**config.mk**
```make
export PLATFORM = sky130hd
export DESIGN_NAME = rotor_force_torque_step
export DESIGN_NICKNAME = d
export VERILOG_FILES = /design/src/rftq_pkg.sv /design/src/rotor_force_torque_step.sv
export SDC_FILE = /design/constraint.sdc
export NUM_CORES = 2
export LEC_CHECK = 0
export ABC_AREA = 1
export BUFFER_PORTS_ARGS = -buffer_cell sky130_fd_sc_hd__buf_2
export CAP_MARGIN = 40
export CORE_MARGIN = 2
export CORE_UTILIZATION = 30
export DETAILED_ROUTE_END_ITERATION = 10
export GPL_ROUTABILITY_DRIVEN = 1
export PLACE_DENSITY = 0.46
export SLEW_MARGIN = 20
export SYNTH_ARGS = -nofsm -noshare
export SYNTH_HDL_FRONTEND = slang
export SYNTH_SLANG_ARGS = --single-unit
```
**constraint.sdc**
```tcl
create_clock -name aclk -period 38.4 [get_ports aclk]
set_input_delay 5.76 -clock aclk [delete_from_list [all_inputs] [get_ports aclk]]
set_output_delay 5.76 -clock aclk [all_outputs]
set_load 0.005 [all_outputs]
```
**src/rftq_pkg.sv**
```systemverilog
// rftq_pkg: widths, register map, reset values and saturation helpers
// for the rotor force and torque step block. No dependencies.
`default_nettype none

package rftq_pkg;

    localparam int CMD_W      = 16;
    localparam int DT_W       = 16;
    localparam int THRUST_W   = 15;
    localparam int COEF_W     = 24;
    localparam int RATIO_W    = 16;
    localparam int VEC_W      = 48;
    localparam int COMP_W     = 16;
    localparam int FORCE_W    = 16;
    localparam int TORQUE_W   = 24;
    localparam int SPEED_W    = 21;
    localparam int PHASE_W    = 48;

    localparam int S_DATA_W   = 32;
    localparam int M_DATA_W   = 192;
    localparam int APB_ADDR_W = 6;
    localparam int APB_DATA_W = 64;

    // widest root the radicand can produce
    localparam int ROOT_MAX_BITS     = 20;
    localparam int SQRT_BITS_DEFAULT = 20;
    // multiplier schedule length inside the root loop
    localparam int SCHED_LEN         = 13;

    localparam logic [THRUST_W-1:0] MAX_THRUST_RST = 15'd1280;
    localparam logic [COEF_W-1:0]   INV_COEF_RST   = 24'd100000;
    localparam logic [RATIO_W-1:0]  RATIO_RST      = 16'd0;
    localparam logic [VEC_W-1:0]    POSITION_RST   = 48'd0;
    localparam logic [VEC_W-1:0]    DIRECTION_RST  = 48'hC000_0000_0000;

    typedef enum logic [2:0] {
        REG_MAX_THRUST = 3'd0,
        REG_INV_COEF   = 3'd1,
        REG_RATIO      = 3'd2,
        REG_POSITION   = 3'd3,
        REG_DIRECTION  = 3'd4,
        REG_SPINS_CCW  = 3'd5,
        REG_FLIPPED    = 3'd6
    } cfg_idx_t;

    function automatic logic signed [FORCE_W-1:0] sat_force(input logic signed [32:0] v);
        logic signed [32:0] hi;
        logic signed [32:0] lo;
        hi = 33'sd32767;
        lo = -33'sd32768;
        if (v > hi) begin
            sat_force = 16'sh7FFF;
        end else if (v < lo) begin
            sat_force = 16'sh8000;
        end else begin
            sat_force = v[FORCE_W-1:0];
        end
    endfunction

    function automatic logic signed [TORQUE_W-1:0] sat_torque(input logic signed [40:0] v);
        logic signed [40:0] hi;
        logic signed [40:0] lo;
        hi = 41'sd8388607;
        lo = -41'sd8388608;
        if (v > hi) begin
            sat_torque = 24'sh7FFFFF;
        end else if (v < lo) begin
            sat_torque = 24'sh800000;
        end else begin
            sat_torque = v[TORQUE_W-1:0];
        end
    endfunction

endpackage

`default_nettype wire

```
**src/rotor_force_torque_step.sv**
```systemverilog
// rotor_force_torque_step: rotor thrust, speed, phase, force and torque per request.
// Depends on rftq_pkg for widths, register map and saturation helpers.
`default_nettype none

// One request is taken while s_tready is high, then the block is busy. A request
// goes through one shared 25x17 signed multiplier and a bit-serial square root:
// the radicand product, a load of the root unit, the root steps that give the
// R = min(SQRT_BITS, 20) root bits and go on while the multiplier schedule runs
// (the force and torque products run on the multiplier during these steps), then
// speed and phase, and a load of the output register. A new request is taken only
// after that load. The result waits in an output register and the block goes on
// only once that register is free.
module rotor_force_torque_step #(
    parameter int SQRT_BITS = rftq_pkg::SQRT_BITS_DEFAULT
) (
    input  wire logic                              aclk,
    input  wire logic                              aresetn,
    input  wire logic                              s_tvalid,
    output logic                                   s_tready,
    // thrust_command [15:0], time_step [31:16]
    input  wire logic [rftq_pkg::S_DATA_W-1:0]     s_tdata,
    output logic                                   m_tvalid,
    input  wire logic                              m_tready,
    // force_x [15:0], force_y [31:16], force_z [47:32], torque_x [71:48],
    // torque_y [95:72], torque_z [119:96], rotor_speed [140:120],
    // rotor_phase [188:141], zero fill [191:189]
    output logic [rftq_pkg::M_DATA_W-1:0]          m_tdata,
    input  wire logic                              psel,
    input  wire logic                              penable,
    input  wire logic                              pwrite,
    input  wire logic [rftq_pkg::APB_ADDR_W-1:0]   paddr,
    input  wire logic [rftq_pkg::APB_DATA_W-1:0]   pwdata,
    output logic [rftq_pkg::APB_DATA_W-1:0]        prdata,
    output logic                                   pready
);

    localparam int RW      = (SQRT_BITS < rftq_pkg::ROOT_MAX_BITS) ? SQRT_BITS
                                                                   : rftq_pkg::ROOT_MAX_BITS;
    localparam int RAD_LEN = 2 * RW;
    localparam int RUN_LEN = (RW > rftq_pkg::SCHED_LEN) ? RW : rftq_pkg::SCHED_LEN;
    localparam int CNT_W   = $clog2(RUN_LEN + 1);
    localparam int A_W     = 25;
    localparam int B_W     = 17;
    localparam int P_W     = A_W + B_W;
    localparam int ACC_W   = 40;

    typedef enum logic [2:0] {
        ST_IDLE, ST_RAD, ST_LOAD, ST_RUN, ST_PHM, ST_PHA, ST_OUT
    } state_t;

    typedef enum logic [2:0] {
        K_NONE, K_RAD, K_FORCE, K_CROSS_A, K_CROSS_B, K_RATIO, K_PHASE
    } kind_t;

    typedef struct packed {
        kind_t       kind;
        logic [1:0]  axis;
    } mop_t;

    // configuration registers
    logic [rftq_pkg::THRUST_W-1:0] max_thrust_reg;
    logic [rftq_pkg::COEF_W-1:0]   inv_coef_reg;
    logic [rftq_pkg::RATIO_W-1:0]  ratio_reg;
    logic [rftq_pkg::VEC_W-1:0]    position_reg;
    logic [rftq_pkg::VEC_W-1:0]    direction_reg;
    logic                          spins_ccw_reg;
    logic                          flipped_reg;

    logic                          cfg_wr;
    rftq_pkg::cfg_idx_t            cfg_idx;

    assign pready  = 1'b1;
    assign cfg_wr  = psel & penable & pwrite;
    assign cfg_idx = rftq_pkg::cfg_idx_t'(paddr[5:3]);

    always_ff @(posedge aclk) begin
        if (!aresetn) begin
            max_thrust_reg <= rftq_pkg::MAX_THRUST_RST;
            inv_coef_reg   <= rftq_pkg::INV_COEF_RST;
            ratio_reg      <= rftq_pkg::RATIO_RST;
            position_reg   <= rftq_pkg::POSITION_RST;
            direction_reg  <= rftq_pkg::DIRECTION_RST;
            spins_ccw_reg  <= 1'b0;
            flipped_reg    <= 1'b0;
        end else if (cfg_wr && pready) begin
            case (cfg_idx)
                rftq_pkg::REG_MAX_THRUST: max_thrust_reg <= pwdata[rftq_pkg::THRUST_W-1:0];
                rftq_pkg::REG_INV_COEF:   inv_coef_reg   <= pwdata[rftq_pkg::COEF_W-1:0];
                rftq_pkg::REG_RATIO:      ratio_reg      <= pwdata[rftq_pkg::RATIO_W-1:0];
                rftq_pkg::REG_POSITION:   position_reg   <= pwdata[rftq_pkg::VEC_W-1:0];
                rftq_pkg::REG_DIRECTION:  direction_reg  <= pwdata[rftq_pkg::VEC_W-1:0];
                rftq_pkg::REG_SPINS_CCW:  spins_ccw_reg  <= pwdata[0];
                rftq_pkg::REG_FLIPPED:    flipped_reg    <= pwdata[0];
                default: ;
            endcase
        end
    end

    always_comb begin
        prdata = '0;
        case (cfg_idx)
            rftq_pkg::REG_MAX_THRUST: prdata = 64'(max_thrust_reg);
            rftq_pkg::REG_INV_COEF:   prdata = 64'(inv_coef_reg);
            rftq_pkg::REG_RATIO:      prdata = 64'(ratio_reg);
            rftq_pkg::REG_POSITION:   prdata = 64'(position_reg);
            rftq_pkg::REG_DIRECTION:  prdata = 64'(direction_reg);
            rftq_pkg::REG_SPINS_CCW:  prdata = 64'(spins_ccw_reg);
            rftq_pkg::REG_FLIPPED:    prdata = 64'(flipped_reg);
            default:                  prdata = '0;
        endcase
    end

    // vector components
    logic signed [rftq_pkg::COMP_W-1:0] pos [3];
    logic signed [rftq_pkg::COMP_W-1:0] dir [3];

    assign pos[0] = position_reg[15:0];
    assign pos[1] = position_reg[31:16];
    assign pos[2] = position_reg[47:32];
    assign dir[0] = direction_reg[15:0];
    assign dir[1] = direction_reg[31:16];
    assign dir[2] = direction_reg[47:32];

    // datapath state
    state_t                              state_reg;
    logic [CNT_W-1:0]                    cnt_reg;
    logic [rftq_pkg::THRUST_W-1:0]       t_reg;
    logic [rftq_pkg::DT_W-1:0]           dt_reg;
    logic [RAD_LEN-1:0]                  rad_sh_reg;
    logic [RW+1:0]                       rem_reg;
    logic [RW-1:0]                       root_reg;
    logic                                ovf_reg;
    logic signed [P_W-1:0]               prod_reg;
    mop_t                                op_reg;
    logic signed [ACC_W-1:0]             acc_reg;
    logic signed [rftq_pkg::FORCE_W-1:0] f_reg [3];
    logic signed [rftq_pkg::TORQUE_W-1:0] tq_reg [3];
    logic signed [rftq_pkg::SPEED_W-1:0] speed_reg;
    logic [rftq_pkg::PHASE_W-1:0]        phase_reg;
    logic                                m_tvalid_reg;
    logic [rftq_pkg::M_DATA_W-1:0]       m_tdata_reg;

    assign s_tready = (state_reg == ST_IDLE);
    assign m_tvalid = m_tvalid_reg;
    assign m_tdata  = m_tdata_reg;

    // thrust clamp on the incoming request
    logic signed [rftq_pkg::CMD_W-1:0]   cmd_in;
    logic [rftq_pkg::THRUST_W-1:0]       t_in;

    assign cmd_in = s_tdata[15:0];

    always_comb begin
        if (cmd_in[rftq_pkg::CMD_W-1]) begin
            t_in = '0;
        end else if (cmd_in[rftq_pkg::THRUST_W-1:0] > max_thrust_reg) begin
            t_in = max_thrust_reg;
        end else begin
            t_in = cmd_in[rftq_pkg::THRUST_W-1:0];
        end
    end

    function automatic logic [RW+1:0] rem_next_sub(input logic [RW+3:0] a,
                                                   input logic [RW+3:0] b);
        logic [RW+3:0] d;
        d = a - b;
        rem_next_sub = d[RW+1:0];
    endfunction

    // square root step, two radicand bits a cycle
    logic [RW+3:0] rem_sh;
    logic [RW+3:0] trial;
    logic          root_ge;
    logic [RW+1:0] rem_next;
    logic [RW-1:0] root_next;

    assign rem_sh    = {rem_reg, rad_sh_reg[RAD_LEN-1 -: 2]};
    assign trial     = (RW+4)'({root_reg, 2'b01});
    assign root_ge   = (rem_sh >= trial);
    assign rem_next  = root_ge ? rem_next_sub(rem_sh, trial) : rem_sh[RW+1:0];
    assign root_next = {root_reg[RW-2:0], root_ge};

    // signed speed from the (limited) root
    logic [RW-1:0]                       root_sat;
    logic signed [rftq_pkg::SPEED_W-1:0] root_ext;
    logic signed [rftq_pkg::SPEED_W-1:0] speed_now;

    assign root_sat  = ovf_reg ? {RW{1'b1}} : root_reg;
    assign root_ext  = rftq_pkg::SPEED_W'(root_sat);
    assign speed_now = spins_ccw_reg ? root_ext : -root_ext;

    // multiplier issue
    mop_t                  mop_issue;
    logic [1:0]            sel_p;
    logic [1:0]            sel_f;
    logic signed [A_W-1:0] mul_a;
    logic signed [B_W-1:0] mul_b;

    always_comb begin
        mop_issue = '{kind: K_NONE, axis: 2'd0};
        sel_p     = 2'd0;
        sel_f     = 2'd0;
        case (state_reg)
            ST_RAD: begin
                mop_issue.kind = K_RAD;
            end
            ST_RUN: begin
                case (cnt_reg)
                    CNT_W'(0):  mop_issue = '{kind: K_FORCE,   axis: 2'd0};
                    CNT_W'(1):  mop_issue = '{kind: K_FORCE,   axis: 2'd1};
                    CNT_W'(2):  mop_issue = '{kind: K_FORCE,   axis: 2'd2};
                    CNT_W'(4): begin
                        mop_issue = '{kind: K_CROSS_A, axis: 2'd0};
                        sel_p = 2'd1; sel_f = 2'd2;
                    end
                    CNT_W'(5): begin
                        mop_issue = '{kind: K_CROSS_B, axis: 2'd0};
                        sel_p = 2'd2; sel_f = 2'd1;
                    end
                    CNT_W'(6): begin
                        mop_issue = '{kind: K_RATIO,   axis: 2'd0};
                        sel_f = 2'd0;
                    end
                    CNT_W'(7): begin
                        mop_issue = '{kind: K_CROSS_A, axis: 2'd1};
                        sel_p = 2'd2; sel_f = 2'd0;
                    end
                    CNT_W'(8): begin
                        mop_issue = '{kind: K_CROSS_B, axis: 2'd1};
                        sel_p = 2'd0; sel_f = 2'd2;
                    end
                    CNT_W'(9): begin
                        mop_issue = '{kind: K_RATIO,   axis: 2'd1};
                        sel_f = 2'd1;
                    end
                    CNT_W'(10): begin
                        mop_issue = '{kind: K_CROSS_A, axis: 2'd2};
                        sel_p = 2'd0; sel_f = 2'd1;
                    end
                    CNT_W'(11): begin
                        mop_issue = '{kind: K_CROSS_B, axis: 2'd2};
                        sel_p = 2'd1; sel_f = 2'd0;
                    end
                    CNT_W'(12): begin
                        mop_issue = '{kind: K_RATIO,   axis: 2'd2};
                        sel_f = 2'd2;
                    end
                    default: ;
                endcase
            end
            ST_PHM: begin
                mop_issue.kind = K_PHASE;
            end
            default: ;
        endcase
    end

    always_comb begin
        mul_a = '0;
        mul_b = '0;
        case (mop_issue.kind)
            K_RAD: begin
                mul_a = A_W'(inv_coef_reg);
                mul_b = B_W'(t_reg);
            end
            K_FORCE: begin
                mul_a = A_W'(dir[mop_issue.axis]);
                mul_b = B_W'(t_reg);
            end
            K_CROSS_A, K_CROSS_B: begin
                mul_a = A_W'(pos[sel_p]);
                mul_b = B_W'(f_reg[sel_f]);
            end
            K_RATIO: begin
                mul_a = A_W'(f_reg[sel_f]);
                mul_b = B_W'(ratio_reg);
            end
            K_PHASE: begin
                mul_a = A_W'(speed_now);
                mul_b = B_W'(dt_reg);
            end
            default: ;
        endcase
    end

    // product post-processing
    logic signed [31:0]                   fprod;
    logic signed [32:0]                   fv;
    logic signed [32:0]                   fr;
    logic signed [ACC_W-1:0]              tmag;
    logic signed [ACC_W-1:0]              term;
    logic                                 term_neg;
    logic signed [ACC_W-1:0]              sum;
    logic signed [ACC_W:0]                sum_rnd;
    logic signed [ACC_W:0]                sum_sh;
    logic signed [37:0]                   phase_prod;

    assign fprod   = prod_reg[31:0];
    assign fv      = flipped_reg ? -(33'(fprod)) : 33'(fprod);
    assign fr      = (fv + 33'sd8192) >>> 14;

    // cross terms move from Q.20 to Q.24
    assign tmag     = (op_reg.kind == K_RATIO) ? prod_reg[ACC_W-1:0] : {prod_reg[35:0], 4'b0000};
    assign term_neg = (op_reg.kind == K_CROSS_B) ||
                      ((op_reg.kind == K_RATIO) && (spins_ccw_reg != flipped_reg));
    assign term     = term_neg ? -tmag : tmag;
    assign sum      = acc_reg + term;
    assign sum_rnd  = (ACC_W+1)'(sum) + 41'sd32768;
    assign sum_sh   = sum_rnd >>> 16;

    assign phase_prod = prod_reg[37:0];

    always_ff @(posedge aclk) begin
        if (!aresetn) begin
            state_reg    <= ST_IDLE;
            cnt_reg      <= '0;
            op_reg       <= '{kind: K_NONE, axis: 2'd0};
            phase_reg    <= '0;
            m_tvalid_reg <= 1'b0;
        end else begin
            op_reg   <= mop_issue;
            prod_reg <= mul_a * mul_b;

            if (state_reg == ST_OUT && (!m_tvalid_reg || m_tready)) begin
                m_tdata_reg  <= {3'b000, phase_reg, speed_reg,
                                 tq_reg[2], tq_reg[1], tq_reg[0],
                                 f_reg[2], f_reg[1], f_reg[0]};
                m_tvalid_reg <= 1'b1;
            end else if (m_tvalid_reg && m_tready) begin
                m_tvalid_reg <= 1'b0;
            end

            case (op_reg.kind)
                K_FORCE:   f_reg[op_reg.axis]  <= rftq_pkg::sat_force(fr);
                K_CROSS_A: acc_reg             <= term;
                K_CROSS_B: acc_reg             <= sum;
                K_RATIO:   tq_reg[op_reg.axis] <= rftq_pkg::sat_torque(sum_sh);
                K_PHASE:   phase_reg           <= phase_reg + rftq_pkg::PHASE_W'(phase_prod);
                default: ;
            endcase

            case (state_reg)
                ST_IDLE: begin
                    if (s_tvalid) begin
                        t_reg     <= t_in;
                        dt_reg    <= s_tdata[31:16];
                        state_reg <= ST_RAD;
                    end
                end
                ST_RAD: begin
                    state_reg <= ST_LOAD;
                end
                ST_LOAD: begin
                    rad_sh_reg <= prod_reg[RAD_LEN-1:0];
                    // root beyond RW bits saturates
                    ovf_reg    <= |(prod_reg[39:0] >> RAD_LEN);
                    rem_reg    <= '0;
                    root_reg   <= '0;
                    cnt_reg    <= '0;
                    state_reg  <= ST_RUN;
                end
                ST_RUN: begin
                    if (cnt_reg < CNT_W'(RW)) begin
                        rem_reg    <= rem_next;
                        root_reg   <= root_next;
                        rad_sh_reg <= {rad_sh_reg[RAD_LEN-3:0], 2'b00};
                    end
                    if (cnt_reg == CNT_W'(RUN_LEN - 1)) begin
                        state_reg <= ST_PHM;
                    end else begin
                        cnt_reg <= cnt_reg + 1'b1;
                    end
                end
                ST_PHM: begin
                    speed_reg <= speed_now;
                    state_reg <= ST_PHA;
                end
                ST_PHA: begin
                    state_reg <= ST_OUT;
                end
                ST_OUT: begin
                    if (!m_tvalid_reg || m_tready) begin
                        state_reg <= ST_IDLE;
                    end
                end
                default: state_reg <= ST_IDLE;
            endcase
        end
    end

    // a taken request keeps the block busy for the next cycle
    a_busy_after_take: assert property (@(posedge aclk) disable iff (!aresetn)
        s_tvalid && s_tready |=> !s_tready)
        else $error("request taken while a previous one is in flight");

    // phase accumulation lines up with the phase product
    a_phase_slot: assert property (@(posedge aclk) disable iff (!aresetn)
        state_reg == ST_PHA |-> op_reg.kind == K_PHASE)
        else $error("phase product not in the accumulate slot");

    // root loop counter stays inside its run
    a_run_count: assert property (@(posedge aclk) disable iff (!aresetn)
        state_reg == ST_RUN |-> cnt_reg <= CNT_W'(RUN_LEN - 1))
        else $error("root loop counter out of range");

    // a result is only offered after the output slot
    a_out_source: assert property (@(posedge aclk) disable iff (!aresetn)
        $rose(m_tvalid) |-> $past(state_reg) == ST_OUT)
        else $error("result offered outside the output slot");

endmodule

`default_nettype wire

```
; After elaboration in Yosys (flattened, before gate mapping)
; Memories as Yosys holds them, arrays and structs flattened. A register that Yosys moved wholly into a read port is not among the register bits.
; Index checks and enable logic that the tools add are counted.
[op_classes]
add_sub_neg = 9
mul = 1
n_lt_le_gt_ge = 9
n_eq_ne = 41
n_mux = 51
bitwise = 4
n_reduce_logical = 32
[ops]
columns = cell, n
row1 = 48-bit case mux with 7 select lines, 1
row2 = 40-bit case mux with 2 select lines, 2
row3 = 16-bit two-way mux, 8
row4 = 25-bit case mux with 5 select lines, 1
row5 = 40-bit two-way mux, 3
row6 = 24-bit two-way mux, 4
row7 = 17-bit case mux with 4 select lines, 1
row8 = 16-bit binary-select mux with 2-bit select, 2
row9 = 5-bit case mux with 12 select lines, 1
row10 = 48-bit adder, 1
row11 = 22-bit two-way mux, 2
row12 = 22-bit case mux with 2 select lines, 1
row13 = "40-bit by 17-bit adder with 41-bit output, second input constant", 1
row14 = 40-bit adder, 1
row15 = 25-bit by 17-bit multiplier with 40-bit output, 1
row16 = 40-bit negator, 1
row17 = 20-bit case mux with 2 select lines, 1
row18 = "3-bit == test, second input constant", 12
row19 = "33-bit by 15-bit adder with 33-bit output, second input constant", 1
row20 = 33-bit two-way mux, 1
row21 = 32-bit negator with 33-bit output, 1
row22 = "5-bit by 4-bit == test with 1-bit output, second input constant", 5
row23 = "25-bit by 24-bit greater-than comparator with 1-bit output, second input constant", 1
row24 = "25-bit by 24-bit less-than comparator with 1-bit output, second input constant", 1
row25 = other kinds (41), 93
[totals]
reg_bits = 618
ram_bits = 120
inputBits = 109
out_inout_bits = 259
word_cells = 171
mem_count = 2
[mem_list]
columns = memory, words, width, rd, rd_ports_with_merged_regs, wr, line_no
row1 = tq_reg, 3, 24, 3, 3, 1, rotor_force_torque_step.sv:137  ; logic signed [rftq_pkg::TORQUE_W-1:0] tq_reg [3];
row2 = f_reg, 3, 16, 4, 3, 1, rotor_force_torque_step.sv:136  ; logic signed [rftq_pkg::FORCE_W-1:0] f_reg [3];

; Logic depth before layout (Yosys ltp)
[depth]
depth_word = 11
mapped_depth = 47
mapped_depth_nobuf = 45

; Least setup slack after synthesis
; Ideal clock, no wire load.
[synth_path]
path_kind = input -> register
startpoint = in aresetn
endpoint = reg m_tdata_reg, in the netlist m_tdata[0] (read register of f_reg) (enable)
setup_time_ns = 0.969
arrival_time_ns = 19.098
required_ns = 37.431
path_slack_ns = 18.333
path_stages = 4
path_buffers = 2
cell_sequence = clkbuf_1 -> inv_1 -> clkbuf_1 -> nor3_1
[synth_between]
elab_chain_cells = 1
[synth_rtl]
columns = element, line_no
row1 = start: declaration, rotor_force_torque_step.sv:17  ; input wire logic aresetn,
row2 = 2-bit AND reduction (no line), --
row3 = end: declaration, rotor_force_torque_step.sv:141  ; logic [rftq_pkg::M_DATA_W-1:0] m_tdata_reg;
; No other way between the ends.
; A chain may end at the register's enable or synchronous reset.

; Final worst setup path
[layout_path]
startpoint = in paddr[4] (netlist name)
endpoint = out prdata[13] (netlist name)
[layout_between]
elab_chain_cells = 2
word_cells_on_any_way = 8
classes_between = 6 x eq/ne / 1 x mux / 1 x reduce/logical
[layout_rtl]
columns = element, line_no
row1 = start: declaration, rotor_force_torque_step.sv:31  ; input wire logic [rftq_pkg::APB_ADDR_W-1:0] paddr,
row2 = 3-bit == test (tied with other cells), rotor_force_torque_step.sv:101  ; case (cfg_idx)
row3 = 48-bit case mux with 7 select lines *, rotor_force_torque_step.sv:101
row4 = end: declaration, rotor_force_torque_step.sv:33  ; output logic [rftq_pkg::APB_DATA_W-1:0] prdata,
; Every way passes the cells marked *; elsewhere a longest branch is shown, timed or not.

==> flow_metrics.env <==
export IMPL_outcome="completed"
export IMPL_netlist_top_cells_area="edfxtp_1 (30%), fa_1 (15%), nand2_1 (8.3%)"
export IMPL_finalSetupViolations=0
export IMPL_dieWidth_um=428
export IMPL_synth_top_area_share_pct=30.0
export IMPL_vias_per_cell=4.85
export IMPL_die_y_um=428
export IMPL_antenna_found_initial=4
export IMPL_worstMarginPinSlew_ns=1.17
export IMPL_totalPowerFinal_mw=2.45
export IMPL_drtPass1Iterations=6
export IMPL_post_drt_wl_per_cell_um=20.4
export IMPL_numPortBuffers=328
export IMPL_post_route_drc_count=0
export IMPL_drt_iter0_drc=3193
export IMPL_syn_mean_instance_area_um2=8.60
export IMPL_clk_latency_ns=0.73
export IMPL_synth_cells=6272
export IMPL_fillers=18700
export IMPL_synth_most_common_cell="nand2_1"
export IMPL_core_um2=179000
export IMPL_numCtsBuffers=90
export IMPL_rows=155
export IMPL_root_buffer="clkbuf_16"
export IMPL_yosys_area_top_type="edfxtp_1"
export IMPL_grt_pass1_vias=43700
export IMPL_largest_reg_flops=189
export IMPL_cts_setup_buffers=0
export IMPL_hpwlAfterDp_um=146000
export IMPL_crit_arrival_ns=8.29
export IMPL_required_ns=32.64
export IMPL_synth_common_cells="nand2_1 (1191), inv_1 (1075), nor2_1 (649)"
export IMPL_dp_cells=8840
export IMPL_post_cts_resized=0
export IMPL_r2r_slack_ns=27.54
export IMPL_place_congestion=0.899
export IMPL_synth_seq_cells=754
export IMPL_start_kind="input port"
export IMPL_htreeDepth=3
export IMPL_slew_limit_headroom_pct=21.9
export IMPL_pwr_density_cell_nw_per_um2=39.8
export IMPL_setup_tns_ns=0
export IMPL_synth_flop_cell="edfxtp_1"
export IMPL_ys_warn_count=0
export IMPL_min_path_type="flop to flop"
export IMPL_rsz0062_at_grt="false"
export IMPL_crit_path_max_fanout=33
export IMPL_grt_pass1_wl_um=276000
export IMPL_cp_end_kind="output pin"
export IMPL_initial_core_util_pct=30.2
export IMPL_critical_path_class="input port to output pin"
export IMPL_placed_cell_area_um2=58500
export IMPL_layout_cells_non_filler=9010
export IMPL_cts_sinks=754
export IMPL_wirelength_um=184000
export IMPL_grt_use_total_pct=19.8
export IMPL_synth_distinct_cells=66
export IMPL_boundaryPins=368
export IMPL_area_growth_pct=14.3
export IMPL_synth_area_um2=53900
export IMPL_cts_tree="done"
export IMPL_nets=7324
export IMPL_post_route_cell_area_um2=61700
export IMPL_hold_violations=0
export IMPL_grt_max_degree=93
export IMPL_postCtsHoldBufs=0
export IMPL_fin_crit_ns=14.05
export IMPL_ir_drop_mv=0.0298
export IMPL_fmax_mhz=71.2
export IMPL_synth_edf_count=539
export IMPL_vias=43700
export IMPL_yosysSeqAreaShare_pct=38.0
export IMPL_cellLeakagePower_nw=27.6
export IMPL_grt_overflow=0
export IMPL_cts_reportedPaths_clkPinSlew_ns=0.06
export IMPL_skew_ns=0.0376
export IMPL_finalMaxSlewViolations=0
export IMPL_max_cap_viol_count=0
export IMPL_synth_async_reset_ratio_pct=0
export IMPL_die_area_um2=183000
export IMPL_drive_gt1_share_pct=10.1
export IMPL_drtAntennaViolNets=0
export IMPL_clock_path_buffers=3
export IMPL_period_share_pct=36.6
-- final cells by class --
cell class                      instances  area [µm²]  share of cell area (%)
Clock inverter                         60         693                    1.12
Timing Repair Buffer                  415        2510                    4.07
Tap cell                             2355        2950                    4.78
Clock buffer                          104        2390                    3.87
Inverter                             1106        4150                    6.73
Multi-Input combinational cell       4215       28500                    46.2
Antenna cell                            1        2.50                 0.00406
Sequential cell                       754       20500                    33.2
-- metal layers --
| metal | global-route usage [%] | share of wire [%] | vias up |
|---|---|---|---|
| li1 | - | - | 20900 |
| met1 | 26.2 | 44 | 21400 |
| met2 | 33.6 | 48 | 1176 |
| met3 | 2.93 | 5.6 | 201 |
| met4 | 5.29 | 2.4 | 0 |
| met5 | 0 | 0 | - |
-- worst max-delay path: stages --
cell      delay [ns]
buf_2           0.12
nor2_1          0.07
nand2_1         0.06
buf_4           0.38
clkinv_1        0.71
a221oi_1        0.68
o221ai_1        0.27
buf_2           0.19
-- final timing paths --
kind	start	endpoint	cells past startpoint
max	paddr[4]	prdata[13]	8
min	speed_reg[11]$_DFFE_PP_	m_tdata[131]$_DFFE_PP_	0
max reg2reg	state_reg[2]$_SDFFE_PN0P_	prod_reg[39]$_DFFE_PP_	37
min reg2reg	speed_reg[11]$_DFFE_PP_	m_tdata[131]$_DFFE_PP_	0
-- through the flow --
stage	setup slack (ns)	util, %	hold slack, ns
final	24.35	34.5	0.403
after global routing	24.30	34.5	0.406
after detailed placement	24.50	32.7	0.405
after global placement	24.49	32.6	0.401
after CTS	24.47	34.5	0.390
after floorplan	18.33	-	0.400
-- kinds of logic after synthesis --
logic type                 Yosys count  share of synthesized area [%]
and+or+nand+nor                   2206                           16.7
buffers and inverters             1321                           9.56
AOI/OAI and AO/OA                 1158                           12.3
DFF                                754                           38.0
adders and majority gates          633                           20.3
xor gates and xnor gates           196                           3.20
other                                2                         0.0139
muxes                                2                         0.0394
-- report_power, final --
part	leakage, nW	switching, mW	internal (mW)
Sequential	6.64	0.0299	0.920
Combinational	19.5	0.438	0.177
Clock	1.47	0.375	0.512
Total	27.6	0.843	1.61
-- cell usage in the layout (no fill, tap or decap), drive strengths merged, types with 8 or more instances in the layout --
master | netlist | routed
o2111ai | 12 | 12
o31ai | 8 | 8
edfxtp | 539 | 539
a21o | 11 | 11
clkinv | 7 | 40
fa | 404 | 404
o21a | 24 | 24
o22ai | 23 | 23
inv | 1099 | 1107
o21ai | 514 | 514
o211ai | 55 | 55
or2 | 13 | 13
a21oi | 361 | 361
o21bai | 39 | 39
nor3 | 72 | 72
clkbuf | 130 | 104
a22oi | 13 | 13
clkinvlp | 0 | 10
xnor2 | 66 | 66
a211oi | 23 | 23
o221ai | 16 | 16
a32o | 9 | 9
nor2 | 668 | 668
bufinv | 0 | 9
nand4 | 51 | 51
ha | 229 | 229
xor2 | 130 | 130
dfxtp | 215 | 215
conb | 2 | 20
buf | 85 | 415
nand3 | 181 | 181
a31oi | 21 | 21
a221oi | 12 | 12
nand2 | 1198 | 1198
Power figures use the tool's default switching activity.
